==> src/sv/rtc_date_to_epoch_seconds_top_defines.svh <==
// ----------------------------------------------------------------------------
// RTC date to epoch seconds: assertion macros
// Shared property forms for the datapath checks, clocked on clock and
// disabled while reset is high.
// ----------------------------------------------------------------------------
`ifndef RTC_DATE_TO_EPOCH_SECONDS_TOP_DEFINES_SVH
`define RTC_DATE_TO_EPOCH_SECONDS_TOP_DEFINES_SVH

// same-cycle implication
`define RTCDE_ASSERT_NOW(lbl, ante, cons, msg) \
   lbl: assert property (@(posedge clock) disable iff (reset) (ante) |-> (cons)) \
      else $error(msg);

// next-cycle implication
`define RTCDE_ASSERT_NEXT(lbl, ante, cons, msg) \
   lbl: assert property (@(posedge clock) disable iff (reset) (ante) |=> (cons)) \
      else $error(msg);

`endif

==> src/sv/rtcde_pkg.sv <==
// ----------------------------------------------------------------------------
// RTC date to epoch seconds: package
// Shared constants, the decoded date record and the BCD byte decoder.
// ----------------------------------------------------------------------------
`timescale 1ns / 1ps
`default_nettype none

package rtcde_pkg;

   localparam int unsigned BYTE_W   = 8;
   localparam int unsigned YEAR_W   = 12;
   localparam int unsigned EPOCH_W  = 32;

   localparam logic [YEAR_W-1:0] YEAR_BASE   = 12'd1900;
   localparam logic [YEAR_W-1:0] EPOCH_YEAR  = 12'd1970;
   localparam logic [YEAR_W-1:0] CENTURY     = 12'd100;
   localparam logic [BYTE_W-1:0] FEB_MONTH   = 8'd2;
   localparam logic [BYTE_W-1:0] MONTH_WRAP  = 8'd10;

   localparam logic [8:0]         DAYS_YEAR   = 9'd365;
   localparam logic [8:0]         MONTH_MUL   = 9'd367;
   localparam logic [EPOCH_W-1:0] DAY_OFFSET  = 32'd719499;

   // x / 25 = (x * 656) >> 14, exact for x below 1024
   localparam logic [9:0]  RECIP25     = 10'd656;
   localparam int unsigned RECIP25_SH  = 14;
   // x / 3 = (x * 43691) >> 17, exact for x below 131072
   localparam logic [15:0] RECIP3      = 16'd43691;
   localparam int unsigned RECIP3_SH   = 17;

   localparam logic BCD_RESET = 1'b1;

   typedef struct packed {
      logic [BYTE_W-1:0] sec;
      logic [BYTE_W-1:0] min;
      logic [BYTE_W-1:0] hour;
      logic [BYTE_W-1:0] day;
      logic [BYTE_W-1:0] mon;
      logic [YEAR_W-1:0] year;
   } date_type;

   function automatic logic [BYTE_W-1:0] bcd_decode(input logic [BYTE_W-1:0] raw,
                                                    input logic bcd);
      logic [BYTE_W-1:0] hi;
      logic [BYTE_W-1:0] lo;
      hi = {4'b0000, raw[7:4]};
      lo = {4'b0000, raw[3:0]};
      if (bcd) begin
         return (hi << 3) + (hi << 1) + lo;
      end else begin
         return raw;
      end
   endfunction

endpackage

`default_nettype wire

==> src/sv/rtcde_calc.sv <==
// ----------------------------------------------------------------------------
// RTC date to epoch seconds: day count and seconds pipeline
// Six register stages from a decoded date to 32-bit epoch seconds.
// ----------------------------------------------------------------------------
`timescale 1ns / 1ps
`default_nettype none
`include "rtc_date_to_epoch_seconds_top_defines.svh"

module rtcde_calc (
   input  wire logic                   clock,
   input  wire logic                   reset,
   input  wire logic                   in_valid,
   input  wire rtcde_pkg::date_type    in_date,
   output logic                        out_valid,
   output logic [31:0]                 out_epoch
);
   import rtcde_pkg::*;

   // stage 2: products
   logic        v2_ff, v2_in;
   logic [9:0]  y4_ff;
   logic [19:0] p100_ff;
   logic [17:0] p400_ff;
   logic [19:0] y365_ff;
   logic [16:0] m367_ff;
   logic [7:0]  day2_ff, hour2_ff, min2_ff, sec2_ff;

   // stage 3: partial day count, month quotient product
   logic        v3_ff;
   logic [31:0] part_ff, part_in;
   logic [30:0] mqp_ff, mqp_in;
   logic [16:0] m367_3_ff;
   logic [7:0]  hour3_ff, min3_ff, sec3_ff;
   logic [5:0]  q100;
   logic [3:0]  q400;

   // stage 4: days
   logic        v4_ff;
   logic [31:0] days_ff, days_in;
   logic [12:0] mq;
   logic [7:0]  hour4_ff, min4_ff, sec4_ff;

   // stages 5 to 7
   logic        v5_ff, v6_ff, v7_ff;
   logic [31:0] hrs_ff, hrs_in, mins_ff, mins_in, secs_ff, secs_in;
   logic [7:0]  min5_ff, sec5_ff, sec6_ff;

   assign v2_in = in_valid;

   assign q100    = p100_ff[19:RECIP25_SH];
   assign q400    = p400_ff[17:RECIP25_SH];
   assign mqp_in  = 31'(m367_ff[16:2]) * 31'(RECIP3);
   assign part_in = 32'(y4_ff) - 32'(q100) + 32'(q400) + 32'(day2_ff)
                  + 32'(y365_ff) - DAY_OFFSET;

   assign mq      = mqp_ff[29:RECIP3_SH];
   assign days_in = part_ff + 32'(mq);

   assign hrs_in  = (days_ff << 4) + (days_ff << 3) + 32'(hour4_ff);
   assign mins_in = (hrs_ff << 6) - (hrs_ff << 2) + 32'(min5_ff);
   assign secs_in = (mins_ff << 6) - (mins_ff << 2) + 32'(sec6_ff);

   always_ff @(posedge clock) begin
      if (reset) begin
         v2_ff <= 1'b0;
         v3_ff <= 1'b0;
         v4_ff <= 1'b0;
         v5_ff <= 1'b0;
         v6_ff <= 1'b0;
         v7_ff <= 1'b0;
      end else begin
         v2_ff <= v2_in;
         v3_ff <= v2_ff;
         v4_ff <= v3_ff;
         v5_ff <= v4_ff;
         v6_ff <= v5_ff;
         v7_ff <= v6_ff;
      end
   end

   always_ff @(posedge clock) begin
      y4_ff     <= in_date.year[11:2];
      p100_ff   <= 20'(in_date.year[11:2]) * 20'(RECIP25);
      p400_ff   <= 18'(in_date.year[11:4]) * 18'(RECIP25);
      y365_ff   <= 20'(in_date.year) * 20'(DAYS_YEAR);
      m367_ff   <= 17'(in_date.mon) * 17'(MONTH_MUL);
      day2_ff   <= in_date.day;
      hour2_ff  <= in_date.hour;
      min2_ff   <= in_date.min;
      sec2_ff   <= in_date.sec;

      part_ff   <= part_in;
      mqp_ff    <= mqp_in;
      m367_3_ff <= m367_ff;
      hour3_ff  <= hour2_ff;
      min3_ff   <= min2_ff;
      sec3_ff   <= sec2_ff;

      days_ff   <= days_in;
      hour4_ff  <= hour3_ff;
      min4_ff   <= min3_ff;
      sec4_ff   <= sec3_ff;

      hrs_ff    <= hrs_in;
      min5_ff   <= min4_ff;
      sec5_ff   <= sec4_ff;

      mins_ff   <= mins_in;
      sec6_ff   <= sec5_ff;

      secs_ff   <= secs_in;
   end

   assign out_valid = v7_ff;
   assign out_epoch = secs_ff;

   `RTCDE_ASSERT_NEXT(a_latency, in_valid, ##5 v7_ff, "transaction lost in pipeline")
   `RTCDE_ASSERT_NOW(a_century_quot, v2_ff,
      (11'(q100) * 11'd25 <= 11'(y4_ff)) && (11'(y4_ff) < 11'(q100) * 11'd25 + 11'd25),
      "year per century quotient wrong")
   `RTCDE_ASSERT_NOW(a_month_quot, v3_ff,
      (17'(mq) * 17'd12 <= m367_3_ff) && (m367_3_ff < 17'(mq) * 17'd12 + 17'd12),
      "month day quotient wrong")

endmodule

`default_nettype wire

==> src/sv/rtc_date_to_epoch_seconds_top.sv <==
// ----------------------------------------------------------------------------
// RTC date to epoch seconds: top level
// Decodes raw RTC register bytes and converts them to seconds since 1970.
// ----------------------------------------------------------------------------
// channel   | ports                         | handshake
// request   | start, busy, req_*_raw        | taken when start and not busy
// response  | rsp_valid, rsp_epoch_seconds  | one-cycle strobe, no back-pressure
// config    | csr_valid, csr_ready, csr_wdata | written when valid and ready
//
// Seven register stages; one transaction per cycle.
// The pipeline ends in the multiply chain days*24, *60, *60.
// busy stays low; csr_ready stays high.
// Synchronous reset clears the valid pipeline and sets bcd_mode to 1.
// ----------------------------------------------------------------------------
`timescale 1ns / 1ps
`default_nettype none

module rtc_date_to_epoch_seconds_top (
   input  wire logic        clock,
   input  wire logic        reset,
   input  wire logic        start,
   output logic             busy,
   input  wire logic [7:0]  req_second_raw,
   input  wire logic [7:0]  req_minute_raw,
   input  wire logic [7:0]  req_hour_raw,
   input  wire logic [7:0]  req_day_raw,
   input  wire logic [7:0]  req_month_raw,
   input  wire logic [7:0]  req_year_raw,
   output logic             rsp_valid,
   output logic [31:0]      rsp_epoch_seconds,
   input  wire logic        csr_valid,
   output logic             csr_ready,
   input  wire logic        csr_wdata
);
   import rtcde_pkg::*;

   logic     bcd_ff, bcd_in;
   logic     v1_ff, v1_in;
   date_type date_ff, date_in;

   logic [BYTE_W-1:0] mon_dec, yr_dec;
   logic [YEAR_W-1:0] yr_full, yr_adj;

   assign busy      = 1'b0;
   assign csr_ready = 1'b1;

   assign bcd_in = (csr_valid && csr_ready) ? csr_wdata : bcd_ff;
   assign v1_in  = start && !busy;

   always_comb begin
      mon_dec      = bcd_decode(req_month_raw, bcd_ff);
      yr_dec       = bcd_decode(req_year_raw, bcd_ff);
      yr_full      = YEAR_W'(yr_dec) + YEAR_BASE;
      yr_adj       = (yr_full < EPOCH_YEAR) ? yr_full + CENTURY : yr_full;
      date_in.sec  = bcd_decode(req_second_raw, bcd_ff);
      date_in.min  = bcd_decode(req_minute_raw, bcd_ff);
      date_in.hour = bcd_decode(req_hour_raw, bcd_ff);
      date_in.day  = bcd_decode(req_day_raw, bcd_ff);
      // March-first numbering
      if (mon_dec <= FEB_MONTH) begin
         date_in.mon  = mon_dec + MONTH_WRAP;
         date_in.year = yr_adj - 12'd1;
      end else begin
         date_in.mon  = mon_dec - FEB_MONTH;
         date_in.year = yr_adj;
      end
   end

   always_ff @(posedge clock) begin
      if (reset) begin
         bcd_ff <= BCD_RESET;
         v1_ff  <= 1'b0;
      end else begin
         bcd_ff <= bcd_in;
         v1_ff  <= v1_in;
      end
   end

   always_ff @(posedge clock) begin
      date_ff <= date_in;
   end

   rtcde_calc u_calc (
      .clock     (clock),
      .reset     (reset),
      .in_valid  (v1_ff),
      .in_date   (date_ff),
      .out_valid (rsp_valid),
      .out_epoch (rsp_epoch_seconds)
   );

endmodule

`default_nettype wire

==> config.mk <==
export PLATFORM = sky130hd
export DESIGN_NAME = rtc_date_to_epoch_seconds_top
export DESIGN_NICKNAME = d
export VERILOG_FILES = /design/src/sv/rtcde_pkg.sv /design/src/sv/rtcde_calc.sv /design/src/sv/rtc_date_to_epoch_seconds_top.sv
export VERILOG_INCLUDE_DIRS = /design/src /design/src/sv
export SDC_FILE = /design/constraint.sdc
export NUM_CORES = 1
export LEC_CHECK = 0
export BUFFER_PORTS_ARGS = -buffer_cell sky130_fd_sc_hd__buf_2
export CORE_ASPECT_RATIO = 1.4
export CORE_MARGIN = 3
export CORE_UTILIZATION = 25
export CTS_BUF_LIST = sky130_fd_sc_hd__clkbuf_16
export DETAILED_ROUTE_END_ITERATION = 16
export SKIP_CTS_REPAIR_TIMING = 1
export SLEW_MARGIN = 0
export SYNTH_ARGS = -nofsm -noshare
export SYNTH_HDL_FRONTEND = slang
export SYNTH_SLANG_ARGS = --single-unit
==> constraint.sdc <==
create_clock -name clock -period 7.1 [get_ports clock]
set_clock_uncertainty 0.2 [all_clocks]
set_input_delay 1.42 -clock clock [delete_from_list [all_inputs] [get_ports clock]]
set_output_delay 1.42 -clock clock [all_outputs]
set_load 0.005 [all_outputs]
* Yosys cells after proc, flatten, opt, wreduce, memory -nomap -nowiden
Cells that the tools add are included.
** Word-level totals
- Input port bits :: 53
- Register bits after elaboration :: 411
- Output and inout port bits :: 35
** Operators by class
- Add/sub/neg operators :: 29
- Mux-type cells :: 8
- $lt $le $gt $ge :: 2
- Multipliers :: 5
** Operators by type and width (number)
- $add 7x5->8 :: 6
- $add 8x4->8 :: 6
- $mux 8 :: 6
- $add 32x8->32 :: 1
- $sub 32x32->32 :: 1
- $add 30x8->30 :: 1
- $mul 15x16->30 const B :: 1
- $sub 30x30->30 :: 1
- $add 28x28->28 :: 1
- $add 28x8->28 :: 1
- $add 25x13->25 :: 1
- $add 25x20->25 :: 1
- $add 25x4->25 :: 1
- $add 25x8->25 :: 1
- $sub 25x20->25 const B :: 1
- $mul 12x9->20 const B :: 1
- $mux 20 :: 1
- $mul 8x9->17 const B :: 1
- $mul 10x6->16 const B :: 1
- $mul 8x6->14 const B :: 1
- $add 12x7->12 const B :: 1
- $add 8x11->12 const B :: 1
- $lt 12x11->1 const B :: 1
- $mux 12 :: 1
- 5 further kinds :: 5

* Logic depth before layout (Yosys ltp)
Gate-level depths: netlist (run 1).
- Depth after elaboration :: 8
- Gate-level depth with buffers :: 23

* By module
A second synthesis (run 1) with hierarchy kept.
** Second synthesis, totals
- Cells, all modules :: 2561
- Area, all modules :: 25808.5 µm²
** Modules (own cells, without submodules)
- rtcde_calc :: instances 1, cells an instance 2173, area an instance 21968.6 µm²
- rtc_date_to_epoch_seconds_top :: instances 1, cells an instance 388, area an instance 3839.9 µm²

* Worst setup path after synthesis (run 1)
Ideal clock, no wire load.
- Path type :: reg2reg
- From :: reg u_calc.m367_ff[4]
- To :: reg u_calc.mqp_ff[28]
- Arrival time :: 5.343 ns
- Cell stages (with the launch flop) :: 19
- Path slack :: 1.451 ns
- Required time :: 6.794 ns
- Setup time :: 0.106 ns
- Path through :: dfxtp_1 -> ha_1 -> inv_1 -> fa_1 -> fa_1 -> fa_1 -> fa_1 -> inv_1 -> fa_1 -> ha_1 -> a21o_1 -> a21o_1 -> a21oi_1 -> nor2b_1 -> a311oi_1 -> o31ai_1 -> a31o_2 -> or4b_2 -> o311ai_0
** On the way
- Longest elaborated chain between the ends :: 1
** Ends and longest elaborated chain
- from (decl) :: line rtcde_calc.sv:25 : logic [16:0] m367_ff;
- from (signal assigned) :: line rtcde_calc.sv:86 : m367_ff <= 17'(in_date.mon) * 17'(MONTH_MUL);
- $mul 15x16->30 :: line rtcde_calc.sv:52 : assign mqp_in = 31'(m367_ff[16:2]) * 31'(RECIP3);
- via u_calc.mqp_in[28] :: line rtcde_calc.sv:31 : logic [30:0] mqp_ff, mqp_in;
- to (signal assigned) :: line rtcde_calc.sv:93 : mqp_ff <= mqp_in;
- to (decl) :: line rtcde_calc.sv:31
The timed path passes the listed nets, and every way through them passes these cells.
A chain may end at the register's enable or synchronous reset.

* Worst setup path in the final report (run 1)
Same ends and word-level chain as after synthesis.

==> results by group, run 1 <==
Detailed routing
  – Residual DRC: 0
  – Routed Wire Length: 48800 um
  – Initial DRC count: 602
  – Routed vias: about 17000
  – Vias per cell: 4.24
  – Routed Antenna Nets: 0
  – Routed len/inst: 12.0 um
  – DRT Pass-1 Iters: 5

Timing
  – Max Fclk: 168 MHz
  – Final Hold Viols: 0
  – Final setup viols: 0
  – Crit share post-route: 0.836
  – Fin crit period: 5940 ps
  – Unrepaired setup endpoints after global routing: no
  – Worst-Margin Slew: 958 ps
  – TNS Setup: 0 ps
  – Max transition margin: 0.357
  – Slew Viols, Final: 0

Clocking
  – Worst-path clk slew: 70 ps
  – Clk sinks: 372
  – Total CTS buffers: 45
  – Clock latency on the worst-skew pair: 570 ps
  – CTS tree: built
  – CTS max path bufs: 3
  – Clock root cell: clkbuf_16
  – H-tree lvl count: 2

Global route
  – Initial antenna violation count: 7
  – Largest net degree at the start of global routing: 38
  – Global route overflow: 0
  – First-pass GRT wire length: 84300 um
  – Overall Global Routing Usage: 0.0933
  – Vias in the first global route: 18000

Yosys
  – Sequential area share after synthesis: 0.287
  – Synthesized cell area: roughly 26000 um2
  – Largest area contributor in the netlist: dfxtp_1
  – Yosys warning count: 0
  – Top post-synthesis cells by area: dfxtp_1 (29%), ha_1 (25%), fa_1 (12%)
  – Area share of the largest cell type after synthesis: 0.287
  – Async SR Flop Fraction: 0
  – EDFF count, synth: 0
  – Post-synthesis register bit count: 372
  – Main synth FF type: dfxtp_1
  – Netlist cell types: 87
  – Mapped Cells: ~2600
  – Syn Nets: approximately 3300
  – Mean Syn Cell Area: 10.1 um2

Die
  – Die W: 278 um
  – Die Area: 108000 um2
  – Row count: 139
  – Die Span Y: 387 um
  – Starting density of the core: 0.252
  – CORE AREA: 103000 um2
  – I/O Pins: 88

Worst setup path
  – CP Capture Type: flip-flop
  – R2R depth: 19
  – Crit Path Category: flip-flop to flip-flop
  – Critical Path Start Type: flip-flop
  – CP max FO: 4
  – Worst Path Required: 7360 ps
  – WP data arrival: 6200 ps

Place
  – HPWL Detailed: around 40000 um
  – Input/output buffers: 85
  – Routability cong.: a little under 0.9

Worst hold path
  – WHS Path Cells: 0
  – Hold crit path type: flip-flop to flip-flop

Run status
  – Outcome: finished clean

Layout
  – Area Growth Syn to Fin: 13.7%
  – Layout cells sized above 1: 0.0798
  – NumNets Final: around 3400

Run
  – Max-Cap Viols: 0
sequential cells by signal, summed over array words and instances, names as in the netlist, 10 cells and up:
name and cells:
u_calc.days_ff 25, date_ff 52, u_calc.y4_ff 10, u_calc.part_ff 25, u_calc.mqp_ff 13, u_calc.hrs_ff 28, u_calc.out_epoch 32, u_calc.m367_ff 15
u_calc.y365_ff 20, u_calc.mins_ff 30
critical path: stages, from the launching register on:
cell	delay (ps)
dfxtp_1	340
ha_1	300
inv_1	70
fa_1	490
fa_1	560
fa_1	440
fa_1	560
inv_1	60
fa_1	450
ha_1	310
a21o_1	160
a21o_1	170
a21oi_1	140
nor2b_1	60
a311oi_1	240
buf_4	170
o31ai_1	110
a31o_2	290
or4b_2	620
o311ai_0	120
area by class of cell:
cell class	count	area [um2]
inverter	411	1540
clock inverter	37	359
sequential	372	7450
timing repair buffer	88	448
fill	10700	73300
antenna	3	7.51
tap	1339	1680
clock buffer	46	1150
multi-input combinational	1767	16800
cells in the mapped netlist, drive strengths merged (26+ instances only):
| library cell | instances |
|---|---|
| nor2 | 114 |
| a21oi | 138 |
| a21o | 70 |
| dfxtp | 372 |
| nor3 | 37 |
| xor2 | 43 |
| ha | 508 |
| nand2 | 71 |
| xnor2 | 156 |
| o21ai | 74 |
| inv | 411 |
| nand3 | 33 |
| mux2 | 26 |
| fa | 160 |
| and3 | 28 |
| nor2b | 44 |
layer usage:
metal,global-route usage,vias up,share of wire
met5,0,-,0.00043
met4,0.0317,4,0.031
met3,0.0143,93,0.031
met2,0.175,210,0.51
met1,0.107,7956,0.43
li1,-,8972,-
final timing paths:
path | startpoint | end | slack, ps
max | u_calc.m367_ff[4]$_DFF_P_ | u_calc.mqp_ff[28]$_DFF_P_ | 1160
min | u_calc.sec4_ff[1]$_DFF_P_ | u_calc.sec5_ff[1]$_DFF_P_ | 120
max reg2reg | u_calc.m367_ff[4]$_DFF_P_ | u_calc.mqp_ff[28]$_DFF_P_ | 1160
min reg2reg | u_calc.sec4_ff[1]$_DFF_P_ | u_calc.sec5_ff[1]$_DFF_P_ | 120
through the flow:
stage	utilization	instances	hold slack (ps)	area, um2	setup WS, ps
after global placement	0.272	3977	110	27900	1190
after floorplan	-	2568	110	25900	1450
final	0.287	4063	121	29500	1160
after global routing	0.287	4063	127	29500	860
after CTS	0.286	4060	119	29400	1140
after detailed placement	0.272	3977	112	27900	1100
cells in the final DEF, fill, tap and decap left out, types with 8 or more instances in the layout:
cell	count
mux2_2	26
xor2_1	43
nor2_1	114
nand3_1	32
a21oi_1	138
a21o_1	70
o21ai_0	74
a21boi_0	12
fa_1	160
clkinv_1	8
dfxtp_1	371
ha_1	508
nand2b_1	16
a211oi_1	11
o211ai_1	14
nand2_1	70
buf_2	85
nor2b_1	44
o21a_1	23
or3_1	10
a221oi_1	9
inv_1	414
clkbuf_16	46
and3_1	28
o21bai_1	19
nor3_1	36
nand4_1	11
xnor2_1	156
o31ai_1	12
clkinv_2	8
cell families after synthesis:
family,count (synthesis),synth area share
muxes,31,0.0132
AOI/OAI and AO/OA,458,0.119
xor gates and xnor gates,199,0.0673
DFF,372,0.287
buffers and inverters,429,0.0634
and+or+nand+nor,409,0.0809
other,2,0.000290
adders and majority gates,668,0.369
Power of run 1 is left out: the tool's default activity adds up to more than one toggle a clock period on the data nets, which glitch-free logic cannot reach.
==> inputs of run 2 (changes only) <==
Clock period 7.1 ns to 5 ns, I/O delays scaled along.
==> run 2 against run 1 <==
Against the previous run: global-route usage is 0.19 points higher; critical endpoint unchanged; hold slack got worse by 1.5 ps; setup slack got worse by 1400 ps; critical path type unchanged; non-clock buffer count is 155 higher; register-to-register slack worse by 1400 ps; count of clock-buffer cells in the layout shrank 2; final area grew 7.0%; largest cell class unchanged; the flow now finishes with violations (negative setup slack).
==> results by group, run 2 (synthesis gave the netlist of run 1 again) <==
Run status
  – Outcome: complete, but fails checks
  – Failing checks: negative setup slack

Worst setup path
  – R2R depth: 18 (-1)
  – Crit. Startpoint: u_calc.m367_ff[4]$_DFF_P_
  – Worst R2R End: u_calc.mqp_ff[28]$_DFF_P_
  – CP max FO: 3 (-1)
  – Critical path's largest stage delay: 520 ps (-100 ps)
  – Worst Path Required: 5270 ps (-2090 ps)
  – Worst setup path end: u_calc.mqp_ff[28]$_DFF_P_
  – CP most frequent cell: fa_1
  – WP data arrival: 5530 ps (-670 ps)
  – Worst-path cell chain: ha_4, inv_4, fa_2, fa_1, fa_1, fa_1, inv_1, fa_1, ha_4, a21o_1, a21o_1, a21oi_2, nor2b_1, a311oi_4, o31ai_2, a31o_2, or4b_4, o311ai_1
  – Slowest cell on crit path: fa_1
  – Crit Path Category: flip-flop to flip-flop
  – Reg-to-reg slack, setup: -260 ps (-1420 ps)
  – Worst R2R Start: u_calc.m367_ff[4]$_DFF_P_
  – CP Capture Type: flip-flop
  – Critical Path Start Type: flip-flop

Detailed routing
  – Routed len/inst: 12.2 um (+1.5%)
  – Initial DRC count: 485 (-19%)
  – DRT Pass-1 Iters: 4 (-1)
  – Vias per cell: 4.23 (-0.31%)
  – Routed Antenna Nets: 0 (unchanged)
  – Routed vias: 17800 (+3.3%)
  – Residual DRC: 0 (unchanged)
  – Routed Wire Length: 51300 um (+5.2%)

Die
  – Die W: 278 um (unchanged)
  – Die Area: 108000 um2 (unchanged)
  – Row count: 139 (unchanged)
  – I/O Pins: 88 (unchanged)
  – CORE AREA: 103000 um2 (unchanged)
  – Die Span Y: 387 um (unchanged)
  – Starting density of the core: 0.252 (unchanged)

Clocking
  – Total CTS buffers: 44 (-2.2%)
  – CTS tree: built
  – H-tree lvl count: 2 (unchanged)
  – Clk sinks: 372 (unchanged)
  – Clock latency on the worst-skew pair: 580 ps (about the same)
  – Clock root cell: clkbuf_16
  – Worst-path clk slew: 60 ps (about the same)
  – CTS max path bufs: 3 (unchanged)

Layout
  – Largest Register: date_ff
  – Most frequent cells in the layout: ha_1 (458), inv_1 (406), dfxtp_1 (366)
  – Most common cell after layout, fill and taps aside: ha_1
  – Fin area: 31500 um2 (+7.0%)
  – NumNets Final: 3560 (+4.5%)
  – ANT cells: 0 (-3)
  – Layout cells sized above 1: 0.173 (+0.0930)
  – Max reg flops: 52 (unchanged)
  – Final Util: 0.307 (+0.0201)
  – Area Growth Syn to Fin: 21.7%

Worst hold path
  – Hold path start: date_ff[50]$_DFF_P_
  – Hold crit path type: flip-flop to flip-flop

Place
  – HPWL Detailed: 42200 um (+4.5%)
  – Dpl cell area: 29100 um2 (+4.1%)
  – Routability cong.: 0.847 (-3.4%)
  – Place WS: -378 ps (-1480 ps)
  – Input/output buffers: 85 (unchanged)

Global route
  – Initial antenna violation count: 3 (-4)
  – Largest net degree at the start of global routing: 38 (unchanged)
  – GR Layer Usage met3: 0.0138 (-0.000482)
  – Overall Global Routing Usage: 0.0952 (+0.00189)
  – Vias in the first global route: 18500 (+2.9%)
  – Met1 Usage GRT: 0.105 (-0.00168)
  – First-pass GRT wire length: 85900 um (+1.9%)
  – Global route overflow: 0 (unchanged)
  – Met2 Use GR: 0.183 (+0.00749)
  – GR peak layer: met2

Timing
  – Fin crit period: 5260 ps (-681 ps)
  – Slew Viols, Final: 0 (unchanged)
  – Max Fclk: 190 MHz (+13%)
  – Final Worst Setup Slack: -256 ps (-1420 ps)
  – Final Hold Viols: 0 (unchanged)
  – Worst-Margin Slew: 967 ps (+8.49 ps)
  – TNS Setup: -1280 ps (-1280 ps)
  – Final setup viols: 10 (+10)
  – Crit share post-route: 1.05 (+0.215)
  – Unrepaired setup endpoints after global routing: yes
  – Max transition margin: 0.351 (-0.00570)

Run
  – Max-Cap Viols: 0 (unchanged)
==> run 2: critical path, delay by kind of cell (launching register included) <==
| family | cells | cell delay (ps) |
|---|---|---|
| AO/OA/AOI/OAI | 7 | 1170 |
| adder cells (fa/ha/maj) | 7 | 2810 |
| buffers and inverters | 2 | 90 |
| flip-flops | 1 | 350 |
| AND/OR/NAND/NOR | 2 | 540 |
==> run 2: layout make-up <==
cell class              instances  area [um2]
repair buffers                243        1630
multi-input cells            1767       17800
flip-flops and latches        372        7460
well taps                    1339        1680
clock inverters                35         285
clock buffers                  44        1100
inverters                     411        1550
fillers                     10500       71300
==> run 2: worst min path at each step <==
stage | end | slack (ps) | cells past startpoint
5_1_grt | u_calc.sec2_ff[6]$_DFF_P_ | 130 | 0
6_report | u_calc.sec2_ff[6]$_DFF_P_ | 120 | 0
3_5_place_dp | u_calc.min2_ff[1]$_DFF_P_ | 110 | 0
2_1_floorplan | u_calc.day2_ff[0]$_DFF_P_ | 110 | 0
4_1_cts | u_calc.min3_ff[0]$_DFF_P_ | 120 | 0
3_3_place_gp | u_calc.min5_ff[1]$_DFF_P_ | 110 | 0
==> run 2: layer usage <==
layer	wire, um	vias up
li1	-	9264
met1	21300	8218
met2	26800	218
met3	1510	106
met4	1690	2
met5	20	-
==> run 2: stage by stage <==
stage               std cells  hold WS [ps]
floorplan                2568           110
global placement         4119           110
detailed placement       4119           112
CTS                      4198           123
global route             4211           127
finish                   4211           120
Power of run 2 is left out for the same reason.
==> inputs of run 3 (changes only) <==
Settings changed: ABC_AREA set to 1, CORE_ASPECT_RATIO 1.4 to 1.2, SKIP_LAST_GASP set to 1.
==> run 3 against run 2 <==
Against the previous run: the run now ends clean; die area up 0.85%; count of clock-buffer cells in the layout down 2; sequential share of layout area increased by 0.95 points; global-route usage shrank 0.21 points; setup slack improved by 260 ps; flip-flop and latch count unchanged; critical path depth is the same; synthesized cell count increased by 13%; register-to-register slack improved by 260 ps; wire length down 3.2%; hold slack got worse by 8.3 ps; critical path type unchanged.
==> results by group, run 3 <==
Timing
  – Unrepaired setup endpoints after global routing: yes
  – Max transition margin: 0.470 (+0.119)
  – Min Hold Slack: 111 ps (-8.27 ps)
  – Fin crit period: 4990 ps (-263 ps)
  – Max Fclk: 200 MHz (+5.3%)
  – Final setup viols: 0 (-10)
  – Crit share post-route: 0.998 (-0.0527)
  – Slew Viols, Final: 0 (unchanged)
  – Worst-Margin Slew: 784 ps (-182 ps)
  – TNS Setup: 0 ps (+1280 ps)
  – Final Hold Viols: 0 (unchanged)

Detailed routing
  – Routed Wire Length: 49700 um (-3.2%)
  – Residual DRC: 0 (unchanged)
  – DRT Pass-1 Iters: 5 (+1)
  – Initial DRC count: 570 (+18%)
  – Routed len/inst: 11.1 um (-8.7%)
  – Routed Antenna Nets: 0 (unchanged)
  – Routed vias: 18300 (+2.5%)
  – Vias per cell: 4.09 (-3.3%)

Yosys
  – Top post-synthesis cells by area: dfxtp_1 (28%), ha_1 (24%), fa_1 (12%)
  – Async SR Flop Fraction: 0 (unchanged)
  – Cell with the most instances after synthesis: inv_1
  – Mean Syn Cell Area: 9.04 um2 (-10%)
  – Syn Nets: 3612 (+9.8%)
  – Netlist cell types: 55 (-37%)
  – Main synth FF type: dfxtp_1
  – EDFF count, synth: 0 (unchanged)
  – Area share of the largest cell type after synthesis: 0.285 (-0.00259)
  – Post-synth top cells: inv_1 (532), ha_1 (508), nand2_1 (397)
  – Post-synthesis register bit count: 372 (unchanged)
  – Mapped Cells: 2891 (+13%)
  – Synthesized cell area: 26100 um2 (+0.91%)
  – Yosys warning count: 0 (unchanged)
  – Largest area contributor in the netlist: dfxtp_1
  – Sequential area share after synthesis: 0.285 (-0.00259)

Place
  – HPWL Detailed: 42100 um (-0.13%)
  – Input/output buffers: 85 (unchanged)
  – Dpl cell area: 28600 um2 (-1.7%)
  – Routability cong.: 0.830 (-2.0%)

Worst hold path
  – Hold crit path type: flip-flop to flip-flop

Worst setup path
  – Critical path's largest stage delay: 550 ps (+30 ps)
  – Worst-path cell chain: buf_4, ha_1, inv_1, fa_1, fa_1, fa_1, inv_1, fa_1, fa_1, ha_4, nand4_1, nor3_2, nand3_1, nand3_2, nand2_1, o211ai_1, a21oi_1, xor2_1
  – CP most frequent cell: fa_1
  – Slowest cell on crit path: fa_1
  – Crit Path Category: flip-flop to flip-flop
  – WP data arrival: 5240 ps (-290 ps)
  – Worst Path Required: 5250 ps (-20 ps)
  – CP max FO: 4 (+1)
  – Critical Path Start Type: flip-flop
  – CP Capture Type: flip-flop

Clocking
  – CTS max path bufs: 3 (unchanged)
  – Total CTS buffers: 42 (-4.5%)
  – Clk sinks: 372 (unchanged)
  – CTS tree: built
  – Clock root cell: clkbuf_16
  – Clock latency on the worst-skew pair: 570 ps (about the same)
  – H-tree lvl count: 2 (unchanged)
  – Worst-path clk slew: 60 ps (about the same)

Die
  – Row count: 129 (-7.2%)
  – Starting density of the core: 0.253 (+0.000627)
  – Die Area: 109000 um2 (+0.85%)
  – CORE AREA: 103000 um2 (+0.66%)
  – Die W: 301 um (+8.3%)
  – Die Span Y: 360 um (-6.9%)
  – I/O Pins: 88 (unchanged)

Global route
  – Overall Global Routing Usage: 0.0931 (-0.00213)
  – Global route overflow: 0 (unchanged)
  – Largest net degree at the start of global routing: 47 (+24%)
  – First-pass GRT wire length: 85600 um (-0.42%)
  – Initial antenna violation count: 0 (-3)
  – Vias in the first global route: 18500 (+0.043%)

Layout
  – Layout cells sized above 1: 0.101 (-0.0720)
  – NumNets Final: 3780 (+6.2%)
  – Most common cell after layout, fill and taps aside: inv_1
  – Largest Register: date_ff
  – Max reg flops: 52 (unchanged)
  – Most frequent cells in the layout: inv_1 (532), ha_1 (500), nand2_1 (391)
  – Area Growth Syn to Fin: 15.8%
  – Fin area: 30300 um2 (-3.9%)
  – ANT cells: 0 (unchanged)

Run status
  – Outcome: finished clean

Run
  – Max-Cap Viols: 0 (unchanged)
[run 3: changes by cell type after synthesis, moves of 46 or more]
cell     change
xor2_1      +91
a21oi_1     +71
inv_1      +122
xnor2_1     -93
nand3_1     +46
nand2_1    +327
a21o_1      -66
[run 3: metal layers]
metal	track usage	vias up	share of wire
met5	0	-	0
met3	0.0134	68	0.036
li1	-	9702	-
met2	0.166	223	0.48
met1	0.117	8257	0.46
met4	0.0224	0	0.020
[run 3: final timing paths]
path | startpoint | end | slack, ps | cells past startpoint
worst max-delay path | u_calc.m367_ff[16]$_DFF_P_ | u_calc.mqp_ff[29]$_DFF_P_ | 8 | 18
worst min-delay path | u_calc.hour2_ff[5]$_DFF_P_ | u_calc.hour3_ff[5]$_DFF_P_ | 110 | 0
worst max register to register | u_calc.m367_ff[16]$_DFF_P_ | u_calc.mqp_ff[29]$_DFF_P_ | 8 | 18
worst min register to register | u_calc.hour2_ff[5]$_DFF_P_ | u_calc.hour3_ff[5]$_DFF_P_ | 110 | 0
[run 3: through the flow]
step / setup WS, ps / util / instances
detailed placement: -241 / 0.276 / 4386
global placement: -153 / 0.276 / 4386
CTS: -231 / 0.290 / 4459
floorplan: 49.1 / - / 2891
finish: 7.70 / 0.293 / 4463
global route: -252 / 0.293 / 4463
[run 3: cells by family (layout without fill, tap and decap cells)]
| group | Yosys count | count (layout) | share of synthesized area |
|---|---|---|---|
| AND/OR/NAND/NOR | 680 | 680 | 0.112 |
| adder cells (fa/ha/maj) | 668 | 668 | 0.366 |
| AO/OA/AOI/OAI | 412 | 412 | 0.0897 |
| XOR/XNOR | 197 | 197 | 0.0660 |
| flip-flops | 372 | 372 | 0.285 |
| other | 2 | 2 | 0.000287 |
| buffers and inverters | 560 | 757 | 0.0815 |
[run 3: worst max-delay path: cells and delay by family, from the launching register on]
kind            cells  cell delay (ps)
compound gates      2              230
fa+ha+maj           7             3070
buf+inv             3              240
simple gates        5              670
flops               1              340
xor+xnor            1              150
[run 3: final cells by class]
type / instances / area, um2
inverter: 545 / 2060
fill: 10800 / 73200
multi-input combinational: 1959 / 16800
sequential: 372 / 7450
clock buffer: 42 / 1050
timing repair buffer: 139 / 831
clock inverter: 31 / 380
tap: 1375 / 1720
Power of run 3 is left out for the same reason.
